==> src/rtl/tlsg_pkg.sv <==
// Shared constants, register map and color helpers for the thick line span generator.
package tlsg_pkg;

    localparam int MAX_THICKNESS_DEF = 32;
    localparam int COORD_BITS_DEF    = 16;

    localparam int IN_COORD_W = 16;
    localparam int DIM_W      = 14;
    localparam int THICK_W    = 6;
    localparam int COLOR_W    = 8;
    localparam int SPAN_W     = 13;
    localparam int LEN_W      = 7;

    localparam int ADDR_W = 5;
    localparam int DATA_W = 32;
    localparam int IDX_W  = ADDR_W - 2;

    localparam logic [IDX_W-1:0] REG_IMAGE_WIDTH  = 3'd0;
    localparam logic [IDX_W-1:0] REG_IMAGE_HEIGHT = 3'd1;
    localparam logic [IDX_W-1:0] REG_THICKNESS    = 3'd2;
    localparam logic [IDX_W-1:0] REG_RED          = 3'd3;
    localparam logic [IDX_W-1:0] REG_GREEN        = 3'd4;
    localparam logic [IDX_W-1:0] REG_BLUE         = 3'd5;

    localparam logic [DIM_W-1:0]   WIDTH_RESET  = 14'd1920;
    localparam logic [DIM_W-1:0]   HEIGHT_RESET = 14'd1080;
    localparam logic [THICK_W-1:0] THICK_RESET  = 6'd1;
    localparam logic [DIM_W-1:0]   DIM_MAX      = 14'd8192;

    localparam logic REQ_LOAD = 1'b0;
    localparam logic REQ_STEP = 1'b1;

    localparam int COLOR_SHIFT = 20;
    localparam int ACC_W       = 32;
    localparam int Q_W         = ACC_W - COLOR_SHIFT;

    typedef logic signed [ACC_W-1:0] t_acc;

    localparam t_acc COEF_YR = 32'sd269484;
    localparam t_acc COEF_YG = 32'sd528482;
    localparam t_acc COEF_YB = 32'sd102760;
    localparam t_acc COEF_UR = -32'sd155188;
    localparam t_acc COEF_UG = -32'sd305135;
    localparam t_acc COEF_UB = 32'sd460324;
    localparam t_acc COEF_VR = 32'sd460324;
    localparam t_acc COEF_VG = -32'sd385875;
    localparam t_acc COEF_VB = -32'sd74448;

    localparam t_acc ROUND_Y = t_acc'((1 <<< (COLOR_SHIFT - 1)) + (16 <<< COLOR_SHIFT));
    localparam t_acc ROUND_C = t_acc'((1 <<< (COLOR_SHIFT - 1)) + (128 <<< COLOR_SHIFT));

    localparam logic [COLOR_W-1:0] SAT_MAX = 8'd255;

    function automatic t_acc color_acc(
        input logic [COLOR_W-1:0] r,
        input logic [COLOR_W-1:0] g,
        input logic [COLOR_W-1:0] b,
        input t_acc               cr,
        input t_acc               cg,
        input t_acc               cb,
        input t_acc               rnd
    );
        t_acc sr;
        t_acc sg;
        t_acc sb;
        sr = $signed({{(ACC_W-COLOR_W){1'b0}}, r});
        sg = $signed({{(ACC_W-COLOR_W){1'b0}}, g});
        sb = $signed({{(ACC_W-COLOR_W){1'b0}}, b});
        return sr * cr + sg * cg + sb * cb + rnd;
    endfunction

    function automatic logic [COLOR_W-1:0] sat8(input t_acc acc);
        logic [Q_W-1:0] q;
        q = acc[ACC_W-1:COLOR_SHIFT];
        if (acc < 0) begin
            return '0;
        end else if (q > Q_W'(SAT_MAX)) begin
            return SAT_MAX;
        end else begin
            return q[COLOR_W-1:0];
        end
    endfunction

    function automatic logic [DIM_W-1:0] clamp_dim(input logic [DIM_W-1:0] v);
        if (v == '0) begin
            return DIM_W'(1);
        end else if (v > DIM_MAX) begin
            return DIM_MAX;
        end else begin
            return v;
        end
    endfunction

endpackage

==> src/rtl/thick_line_span_generator.sv <==
// Top level of the thick line span generator: config port, line stepper and span emitter.
//
// Usage:
//   Input channel (i_in_valid / o_in_ready) takes one request per beat. A load request
//   latches both endpoints and yields one set of spans at the start point; a step request
//   moves one pixel, yielding a set of spans on a major-axis move, nothing on a minor-axis
//   move, or a single done beat once the major axis has reached its end.
//   Output channel (o_out_valid / i_out_ready) carries one span per beat; o_last_of_run
//   marks the final beat of a request. A set holds as many spans as the thickness (max
//   MAX_THICKNESS).
//   A request's first beat passes the span job register, then the output register.
//   Throughput: unless the output stalls, the span emitter sends one beat per cycle; the
//   next request is accepted in the cycle its predecessor's last beat enters the output
//   register. Requests with no beats do not occupy the span emitter.
//   Stall: while the output beat waits, one further request with beats is accepted and held;
//   the input then stalls until that request's last beat enters the output register.
//   Reset: line state clears to zero and registers return to their defaults; no sweep.
//   Config (APB, pready tied high) must be written only while the block is idle; the block
//   itself does not enforce this.
module thick_line_span_generator #(
    parameter int MAX_THICKNESS = tlsg_pkg::MAX_THICKNESS_DEF,
    parameter int COORD_BITS    = tlsg_pkg::COORD_BITS_DEF
) (
    input  logic                                  i_clk,
    input  logic                                  i_rst_n,
    input  logic                                  psel,
    input  logic                                  penable,
    input  logic                                  pwrite,
    input  logic [tlsg_pkg::ADDR_W-1:0]           paddr,
    input  logic [tlsg_pkg::DATA_W-1:0]           pwdata,
    output logic [tlsg_pkg::DATA_W-1:0]           prdata,
    output logic                                  pready,
    input  logic                                  i_in_valid,
    output logic                                  o_in_ready,
    input  logic                                  i_req_type,
    input  logic signed [tlsg_pkg::IN_COORD_W-1:0] i_start_x,
    input  logic signed [tlsg_pkg::IN_COORD_W-1:0] i_start_y,
    input  logic signed [tlsg_pkg::IN_COORD_W-1:0] i_end_x,
    input  logic signed [tlsg_pkg::IN_COORD_W-1:0] i_end_y,
    output logic                                  o_out_valid,
    input  logic                                  i_out_ready,
    output logic [tlsg_pkg::SPAN_W-1:0]           o_span_row,
    output logic [tlsg_pkg::SPAN_W-1:0]           o_span_col,
    output logic [tlsg_pkg::LEN_W-1:0]            o_span_len,
    output logic [tlsg_pkg::COLOR_W-1:0]          o_luma,
    output logic [tlsg_pkg::COLOR_W-1:0]          o_chroma_u,
    output logic [tlsg_pkg::COLOR_W-1:0]          o_chroma_v,
    output logic                                  o_line_done,
    output logic                                  o_last_of_run
);
    import tlsg_pkg::*;

    localparam int CB   = COORD_BITS;
    localparam int DW   = CB + 1;
    localparam int PW   = CB + 2;
    localparam int EW   = (PW > DIM_W + 1) ? PW : DIM_W + 1;
    localparam int ERRW = CB + 4;
    localparam int TW   = $clog2(MAX_THICKNESS + 1);

    // configuration registers
    logic [DIM_W-1:0]   r_cfg_width;
    logic [DIM_W-1:0]   r_cfg_height;
    logic [THICK_W-1:0] r_cfg_thick;
    logic [COLOR_W-1:0] r_cfg_red;
    logic [COLOR_W-1:0] r_cfg_green;
    logic [COLOR_W-1:0] r_cfg_blue;

    logic             cfg_wr;
    logic [IDX_W-1:0] reg_idx;

    assign pready  = 1'b1;
    assign cfg_wr  = psel & penable & pwrite & pready;
    assign reg_idx = paddr[ADDR_W-1:2];

    always_ff @(posedge i_clk) begin
        if (!i_rst_n) begin
            r_cfg_width  <= WIDTH_RESET;
            r_cfg_height <= HEIGHT_RESET;
            r_cfg_thick  <= THICK_RESET;
            r_cfg_red    <= '0;
            r_cfg_green  <= '0;
            r_cfg_blue   <= '0;
        end else if (cfg_wr) begin
            case (reg_idx)
                REG_IMAGE_WIDTH:  r_cfg_width  <= pwdata[DIM_W-1:0];
                REG_IMAGE_HEIGHT: r_cfg_height <= pwdata[DIM_W-1:0];
                REG_THICKNESS:    r_cfg_thick  <= pwdata[THICK_W-1:0];
                REG_RED:          r_cfg_red    <= pwdata[COLOR_W-1:0];
                REG_GREEN:        r_cfg_green  <= pwdata[COLOR_W-1:0];
                REG_BLUE:         r_cfg_blue   <= pwdata[COLOR_W-1:0];
                default: ;
            endcase
        end
    end

    always_comb begin
        case (reg_idx)
            REG_IMAGE_WIDTH:  prdata = DATA_W'(r_cfg_width);
            REG_IMAGE_HEIGHT: prdata = DATA_W'(r_cfg_height);
            REG_THICKNESS:    prdata = DATA_W'(r_cfg_thick);
            REG_RED:          prdata = DATA_W'(r_cfg_red);
            REG_GREEN:        prdata = DATA_W'(r_cfg_green);
            REG_BLUE:         prdata = DATA_W'(r_cfg_blue);
            default:          prdata = '0;
        endcase
    end

    // derived drawing parameters
    logic [THICK_W:0]   thick_ext;
    logic [TW-1:0]      thick;
    logic [TW-1:0]      w1;
    logic [LEN_W-1:0]   len0;
    logic [DIM_W-1:0]   img_w;
    logic [DIM_W-1:0]   img_h;

    assign thick_ext = {1'b0, r_cfg_thick};
    assign thick     = (thick_ext > (THICK_W + 1)'(MAX_THICKNESS)) ? TW'(MAX_THICKNESS)
                                                                 : TW'(thick_ext);
    assign w1        = thick >> 1;
    assign len0      = (thick == TW'(1)) ? LEN_W'(2) : LEN_W'(thick);
    assign img_w     = clamp_dim(r_cfg_width);
    assign img_h     = clamp_dim(r_cfg_height);

    logic [COLOR_W-1:0] r_luma;
    logic [COLOR_W-1:0] r_chroma_u;
    logic [COLOR_W-1:0] r_chroma_v;

    always_ff @(posedge i_clk) begin
        r_luma     <= sat8(color_acc(r_cfg_red, r_cfg_green, r_cfg_blue,
                                     COEF_YR, COEF_YG, COEF_YB, ROUND_Y));
        r_chroma_u <= sat8(color_acc(r_cfg_red, r_cfg_green, r_cfg_blue,
                                     COEF_UR, COEF_UG, COEF_UB, ROUND_C));
        r_chroma_v <= sat8(color_acc(r_cfg_red, r_cfg_green, r_cfg_blue,
                                     COEF_VR, COEF_VG, COEF_VB, ROUND_C));
    end

    // line state
    logic signed [CB-1:0]   r_cur_x, r_cur_y, r_tgt_x, r_tgt_y;
    logic [DW-1:0]          r_adx, r_ady;
    logic signed [ERRW-1:0] r_err;
    logic                   r_xinc, r_yinc, r_xmaj;

    logic signed [CB-1:0]   n_cur_x, n_cur_y, n_tgt_x, n_tgt_y;
    logic [DW-1:0]          n_adx, n_ady;
    logic signed [ERRW-1:0] n_err;
    logic                   n_xinc, n_yinc, n_xmaj;
    logic                   n_job_set, n_job_done;

    logic signed [CB-1:0]   ld_sx, ld_sy, ld_tx, ld_ty;
    logic signed [DW-1:0]   ld_dx, ld_dy;
    logic [DW-1:0]          ld_adx, ld_ady;
    logic                   ld_xmaj;
    logic signed [ERRW-1:0] ld_two_adx, ld_two_ady;

    logic                   st_at_end;
    logic signed [CB-1:0]   step_x, step_y;
    logic signed [ERRW-1:0] two_adx, two_ady;

    logic in_fire;

    assign ld_sx = CB'(i_start_x);
    assign ld_sy = CB'(i_start_y);
    assign ld_tx = CB'(i_end_x);
    assign ld_ty = CB'(i_end_y);
    assign ld_dx = DW'(ld_tx) - DW'(ld_sx);
    assign ld_dy = DW'(ld_ty) - DW'(ld_sy);
    assign ld_adx = ld_dx[DW-1] ? DW'(-ld_dx) : DW'(ld_dx);
    assign ld_ady = ld_dy[DW-1] ? DW'(-ld_dy) : DW'(ld_dy);
    assign ld_xmaj = ld_adx > ld_ady;
    assign ld_two_adx = $signed(ERRW'({ld_adx, 1'b0}));
    assign ld_two_ady = $signed(ERRW'({ld_ady, 1'b0}));

    assign st_at_end = r_xmaj ? (r_cur_x == r_tgt_x) : (r_cur_y == r_tgt_y);
    assign step_x    = r_xinc ? r_cur_x + CB'(1) : r_cur_x - CB'(1);
    assign step_y    = r_yinc ? r_cur_y + CB'(1) : r_cur_y - CB'(1);
    assign two_adx   = $signed(ERRW'({r_adx, 1'b0}));
    assign two_ady   = $signed(ERRW'({r_ady, 1'b0}));

    always_comb begin
        n_cur_x    = r_cur_x;
        n_cur_y    = r_cur_y;
        n_tgt_x    = r_tgt_x;
        n_tgt_y    = r_tgt_y;
        n_adx      = r_adx;
        n_ady      = r_ady;
        n_err      = r_err;
        n_xinc     = r_xinc;
        n_yinc     = r_yinc;
        n_xmaj     = r_xmaj;
        n_job_set  = 1'b0;
        n_job_done = 1'b0;
        if (in_fire) begin
            if (i_req_type == REQ_LOAD) begin
                n_cur_x   = ld_sx;
                n_cur_y   = ld_sy;
                n_tgt_x   = ld_tx;
                n_tgt_y   = ld_ty;
                n_adx     = ld_adx;
                n_ady     = ld_ady;
                n_xinc    = !ld_dx[DW-1] && (ld_dx != '0);
                n_yinc    = !ld_dy[DW-1] && (ld_dy != '0);
                n_xmaj    = ld_xmaj;
                n_err     = ld_xmaj ? ld_two_ady - $signed(ERRW'(ld_adx))
                                    : ld_two_adx - $signed(ERRW'(ld_ady));
                n_job_set = 1'b1;
            end else if (st_at_end) begin
                n_job_done = 1'b1;
            end else if (r_xmaj) begin
                if (r_err[ERRW-1]) begin
                    n_cur_x   = step_x;
                    n_err     = r_err + two_ady;
                    n_job_set = 1'b1;
                end else begin
                    n_cur_y = step_y;
                    n_err   = r_err - two_adx;
                end
            end else begin
                if (r_err[ERRW-1]) begin
                    n_cur_y   = step_y;
                    n_err     = r_err + two_adx;
                    n_job_set = 1'b1;
                end else begin
                    n_cur_x = step_x;
                    n_err   = r_err - two_ady;
                end
            end
        end
    end

    always_ff @(posedge i_clk) begin
        if (!i_rst_n) begin
            r_cur_x <= '0;
            r_cur_y <= '0;
            r_tgt_x <= '0;
            r_tgt_y <= '0;
            r_adx   <= '0;
            r_ady   <= '0;
            r_err   <= '0;
            r_xinc  <= 1'b0;
            r_yinc  <= 1'b0;
            r_xmaj  <= 1'b0;
        end else begin
            r_cur_x <= n_cur_x;
            r_cur_y <= n_cur_y;
            r_tgt_x <= n_tgt_x;
            r_tgt_y <= n_tgt_y;
            r_adx   <= n_adx;
            r_ady   <= n_ady;
            r_err   <= n_err;
            r_xinc  <= n_xinc;
            r_yinc  <= n_yinc;
            r_xmaj  <= n_xmaj;
        end
    end

    // span job register
    logic                 r_job_valid;
    logic                 r_job_done;
    logic                 r_job_xmaj;
    logic signed [PW-1:0] r_job_pos;
    logic signed [CB-1:0] r_job_fix;
    logic [TW-1:0]        r_job_cnt;

    logic                 job_new;
    logic signed [PW-1:0] job_pos;
    logic signed [CB-1:0] job_fix;
    logic                 out_load;
    logic                 emit;
    logic                 job_last;
    logic                 job_free;

    assign job_new = in_fire && (n_job_done || (n_job_set && (thick != '0)));
    assign job_pos = (n_xmaj ? PW'(n_cur_y) : PW'(n_cur_x)) - $signed(PW'(w1));
    assign job_fix = n_xmaj ? n_cur_x : n_cur_y;

    assign out_load   = !o_out_valid || i_out_ready;
    assign emit       = r_job_valid && out_load;
    assign job_last   = r_job_done || (r_job_cnt == thick - TW'(1));
    assign job_free   = !r_job_valid || (emit && job_last);
    assign o_in_ready = job_free;
    assign in_fire    = i_in_valid && job_free;

    always_ff @(posedge i_clk) begin
        if (!i_rst_n) begin
            r_job_valid <= 1'b0;
        end else if (job_free) begin
            r_job_valid <= job_new;
        end
    end

    always_ff @(posedge i_clk) begin
        if (job_free) begin
            r_job_done <= n_job_done;
            r_job_xmaj <= n_xmaj;
            r_job_pos  <= job_pos;
            r_job_fix  <= job_fix;
            r_job_cnt  <= '0;
        end else if (emit) begin
            r_job_pos <= r_job_pos + PW'(1);
            r_job_cnt <= r_job_cnt + TW'(1);
        end
    end

    // span clipping
    function automatic logic [SPAN_W-1:0] clamp_coord(
        input logic signed [EW-1:0] v,
        input logic [DIM_W-1:0]     dim
    );
        logic signed [EW-1:0] d;
        d = $signed(EW'(dim));
        if (v < 0) begin
            return '0;
        end else if (v >= d) begin
            return SPAN_W'(dim - DIM_W'(1));
        end else begin
            return SPAN_W'(v);
        end
    endfunction

    logic signed [EW-1:0] pos_ext, fix_ext;
    logic [SPAN_W-1:0]    span_row, span_col;
    logic [DIM_W:0]       col_end;
    logic [DIM_W-1:0]     w_lim;
    logic [LEN_W-1:0]     span_len;

    assign pos_ext  = EW'(r_job_pos);
    assign fix_ext  = EW'(r_job_fix);
    assign span_row = clamp_coord(r_job_xmaj ? pos_ext : fix_ext, img_h);
    assign span_col = clamp_coord(r_job_xmaj ? fix_ext : pos_ext, img_w);
    assign col_end  = (DIM_W + 1)'(span_col) + (DIM_W + 1)'(len0);
    assign w_lim    = img_w - DIM_W'(1);
    assign span_len = (col_end > (DIM_W + 1)'(w_lim)) ? LEN_W'(w_lim - DIM_W'(span_col))
                                                       : len0;

    // output register
    logic                r_out_valid;
    logic [SPAN_W-1:0]   r_out_row, r_out_col;
    logic [LEN_W-1:0]    r_out_len;
    logic [COLOR_W-1:0]  r_out_y, r_out_u, r_out_v;
    logic                r_out_done, r_out_last;

    always_ff @(posedge i_clk) begin
        if (!i_rst_n) begin
            r_out_valid <= 1'b0;
        end else if (out_load) begin
            r_out_valid <= emit;
        end
    end

    always_ff @(posedge i_clk) begin
        if (emit) begin
            if (r_job_done) begin
                r_out_row  <= '0;
                r_out_col  <= '0;
                r_out_len  <= '0;
                r_out_y    <= '0;
                r_out_u    <= '0;
                r_out_v    <= '0;
                r_out_done <= 1'b1;
                r_out_last <= 1'b1;
            end else begin
                r_out_row  <= span_row;
                r_out_col  <= span_col;
                r_out_len  <= span_len;
                r_out_y    <= r_luma;
                r_out_u    <= r_chroma_u;
                r_out_v    <= r_chroma_v;
                r_out_done <= 1'b0;
                r_out_last <= job_last;
            end
        end
    end

    assign o_out_valid   = r_out_valid;
    assign o_span_row    = r_out_row;
    assign o_span_col    = r_out_col;
    assign o_span_len    = r_out_len;
    assign o_luma        = r_out_y;
    assign o_chroma_u    = r_out_u;
    assign o_chroma_v    = r_out_v;
    assign o_line_done   = r_out_done;
    assign o_last_of_run = r_out_last;

endmodule

==> config.mk <==
export PLATFORM = sky130hd
export DESIGN_NAME = thick_line_span_generator
export DESIGN_NICKNAME = d
export VERILOG_FILES = /design/src/rtl/tlsg_pkg.sv /design/src/rtl/thick_line_span_generator.sv
export SDC_FILE = /design/constraint.sdc
export NUM_CORES = 2
export LEC_CHECK = 0
export BUFFER_PORTS_ARGS = -buffer_cell sky130_fd_sc_hd__buf_2
export CORE_MARGIN = 2
export CORE_UTILIZATION = 45
export CTS_CLUSTER_DIAMETER = 100
export DETAILED_ROUTE_END_ITERATION = 12
export PLACE_DENSITY = 0.61
export SYNTH_ARGS = -nofsm -noshare
export SYNTH_HDL_FRONTEND = slang
export SYNTH_SLANG_ARGS = --single-unit
==> constraint.sdc <==
create_clock -name i_clk -period 10.25 [get_ports i_clk]
set_input_delay 2.05 -clock i_clk [delete_from_list [all_inputs] [get_ports i_clk]]
set_output_delay 2.05 -clock i_clk [all_outputs]
set_load 0.05 [all_outputs]
==> impl_metrics.tcl <==
set metrics [dict create \
    routabilityCongestion 0.981 \
    hpwl_um 115000 \
    vias 37700 \
    drv_slew 0 \
    period_share_pct 94.7 \
    postCtsSetupRepairBufs 0 \
    hp-class "register to register" \
    num-nets-final 6699 \
    synth_cell_types 106 \
    cts_tree "done" \
    grt_pass1_vias 36300 \
    synth-main-ff-cell "dfxtp_1" \
    startpoint_type "register" \
    worst_path_largest_cell_delay_ns 0.55 \
    drt_iter0_drc 2756 \
    period_minus_slack_ns 9.71 \
    initial_core_util_pct 45.5 \
    reg2reg_slack_ns 0.54 \
    cts_root_buffer "clkbuf_16" \
    drt-total-wl_um 140000 \
    critPathMaxFanout 13 \
    grt_max_degree 85 \
    gr-total-overflow 0 \
    track_usage_pct 26.8 \
    post_drt_via_cell_ratio 5.53 \
    maxCapViolations 0 \
    synth-edff-count 95 \
    worst_pin_slew_ns 1.18 \
    setup_viol 0 \
    grt_pass1_wl_um 214000 \
    ir_worst_vdd_uv 139 \
    coreArea_um2 100000 \
    clkLatencyLatePin_ns 0.62 \
    ff2ff_path_depth 34 \
    async_reset_ff_share_pct 0 \
    fin_setup_tns_ns 0 \
    synthesis.area_um2 45600 \
    cp_common_cell "fa_1" \
    clock_skew_ns 0.0341 \
    row_count 116 \
    numCtsBuffers 40 \
    ys_seq_area_share_pct 15.5 \
    path_class "register to register" \
    wl_per_cell_um 20.5 \
    synth.avg_cell_area_um2 8.67 \
    syn_inst 5257 \
    finalHoldViolCount 0 \
    cp-endpoint "r_chroma_u[2]$_SDFF_PP0_" \
    yosysWarnings 0 \
    area.growth.synth_to_final_pct 8.81 \
    drc_errors 0 \
    finalPower_uw 7530 \
    synthTopCellsByArea "ha_1, fa_1, dfxtp_1, inv_1, edfxtp_1" \
    r2r-start "r_cfg_red[1]$_SDFFE_PN0P_" \
    holdBufCountCts 0 \
    pin_count 203 \
    fillers 9604 \
    synth_top_area_cell "ha_1" \
    drive_above_1_share_pct 7.66 \
    numPortBuffers 163 \
    worstSetupStartpoint "r_cfg_red[1]$_SDFFE_PN0P_" \
    cp.required_ns 10.80 \
    worstPathArrival_ns 10.26 \
    clkTransAtPathRegs_ns 0.06 \
    outcome "complete, no violations" \
    cp-end-kind "register" \
    cts_buffer_depth 3 \
    die_h_um 322 \
    die_area_um2 104000 \
    r2r_end "r_chroma_u[2]$_SDFF_PP0_" \
    htreeDepth 2 \
    yosys.area.top_type_share_pct 22.0 \
    power_density_nw_per_um2 152 \
    antenna_found_initial 5 \
    yosys_register_bits 305 \
    worst_path_max_delay_cell "fa_1" \
    antenna_left 0 \
    fp.dieW_um 322 \
    timing.fmax_mhz 103 \
    firstDrtPassIters 6 \
    relSlewSlack_pct 21.2 \
    power.leakage_uw 0.0254 \
    cts.sinks 305 \
]
[how the worst min path moves through the flow]
stage          cells past startpoint                     from                 endpoint  slack [ns]
2_1_floorplan                      0     r_job_done$_DFFE_PN_    o_line_done$_DFFE_PP_        0.43
3_3_place_gp                       2   r_err[11]$_SDFFE_PN0P_   r_err[11]$_SDFFE_PN0P_        0.44
3_5_place_dp                       2    r_err[9]$_SDFFE_PN0P_    r_err[9]$_SDFFE_PN0P_        0.46
4_1_cts                            2    r_err[9]$_SDFFE_PN0P_    r_err[9]$_SDFFE_PN0P_        0.46
5_1_grt                            2  r_tgt_x[0]$_SDFFE_PN0P_  r_tgt_x[0]$_SDFFE_PN0P_        0.48
6_report                           2    r_err[5]$_SDFFE_PN0P_    r_err[5]$_SDFFE_PN0P_        0.46
[timing repair]
action                                 CTS  global route
endpoints found under the hold margin    0             0
gates resized for setup                  0             5
setup endpoints to repair                0            16
[synthesized netlist by cell type (all sizes together), types with 29 or more instances]
cell and n:
nor2b 70, buf 41, dfxtp 210, and3 33, a21oi 329, edfxtp 95
mux2i 79, clkbuf 97, or2 29, nand3 90, xor2 144, mux2 29
o21bai 42, nor2 381, or3 40, inv 826, xnor2 223, fa 365
a21o 92, o21ai 179, a211oi 72, o211ai 35, nand2 377, ha 801
o21a 67, nor3 110, nand2b 31, a31oi 36
[final cells by class]
| class | count | area, µm² | area share (%) |
|---|---|---|---|
| antenna | 2 | 5.00 | 0.0101 |
| clock buffer | 57 | 1170 | 2.35 |
| clock inverter | 17 | 235 | 0.474 |
| inverter | 826 | 3110 | 6.27 |
| multi-input combinational | 4006 | 34900 | 70.4 |
| sequential | 305 | 7060 | 14.2 |
| tap | 1357 | 1700 | 3.42 |
| timing repair buffer | 245 | 1430 | 2.89 |
[power breakdown]
part,leakage (µW),switching (µW),total [µW],internal [µW]
logic,0.0220,2570,4270,1700
registers,0.00267,185,1720,1530
clock network,0.000694,634,1540,907
[cell families (layout without fill, tap and decap cells)]
group,count (synthesis),in the layout,share of synthesized area [%]
DFF,305,305,15.5
adders and majority gates,1166,1166,38.0
xor gates and xnor gates,367,367,7.05
buffers and inverters,964,1145,8.21
AOI/OAI and AO/OA,1055,1055,15.2
muxes,115,115,2.80
and+or+nand+nor,1283,1283,13.2
other,2,22,0.0165
[layer usage]
metal / GRT usage, % / part of all wire (%) / vias to the layer above
met2: 43.1 / 45 / 1109
met1: 37.4 / 46 / 18100
li1: - / - / 18300
met3: 2.86 / 5.7 / 207
met4: 9.04 / 3.7 / 2
met5: 0 / 0.0079 / -
[sequential cells by signal, indices dropped and copies added, names as in the netlist, 13 cells and up]
| name | cells |
|---|---|
| r_ady | 17 |
| pos_ext | 18 |
| r_tgt_y | 16 |
| r_cfg_width | 14 |
| r_job_fix | 16 |
| r_tgt_x | 16 |
| o_span_row | 13 |
| r_cur_y | 16 |
| r_cur_x | 16 |
| r_err | 19 |
| r_cfg_height | 14 |
| r_adx | 17 |
| o_span_col | 13 |
[cell usage in the layout, fill, tap and decap left out, types with 31 or more instances in the layout]
master / instances
inv_1: 823
ha_1: 800
nor2_1: 380
nand2_1: 373
fa_1: 365
a21oi_1: 329
xnor2_1: 223
dfxtp_1: 210
o21ai_0: 171
buf_2: 163
xor2_1: 143
nor3_1: 109
edfxtp_1: 95
a21o_1: 92
nand3_1: 88
buf_4: 82
mux2i_1: 78
nor2b_1: 69
a211oi_1: 69
o21a_1: 67
o21bai_1: 42
clkbuf_16: 42
or3_1: 40
a31oi_1: 36
o211ai_1: 33
and3_1: 33
nand2b_1: 31
[critical path: cells and delay by family (launching register included)]
family	cells	cell delay (ns)
AO/OA/AOI/OAI	15	3.66
XOR/XNOR	2	0.66
adder cells (fa/ha/maj)	9	3.90
buffers and inverters	7	0.85
flip-flops	1	0.46
AND/OR/NAND/NOR	1	0.10
[metrics by stage]
| step | area [µm²] | util, % | std cells | hold WS [ns] | setup slack (ns) |
|---|---|---|---|---|---|
| CTS | 49600 | 49.4 | 6813 | 0.464 | 0.406 |
| global placement | 48200 | 48.0 | 6739 | 0.445 | 0.479 |
| global route | 49600 | 49.5 | 6814 | 0.481 | -0.0244 |
| finish | 49600 | 49.5 | 6815 | 0.462 | 0.544 |
| detailed placement | 48200 | 48.0 | 6739 | 0.455 | 0.500 |
| floorplan | 45700 | - | 5275 | 0.428 | 0.972 |
Note: power is estimated with default switching activity, not from simulation.
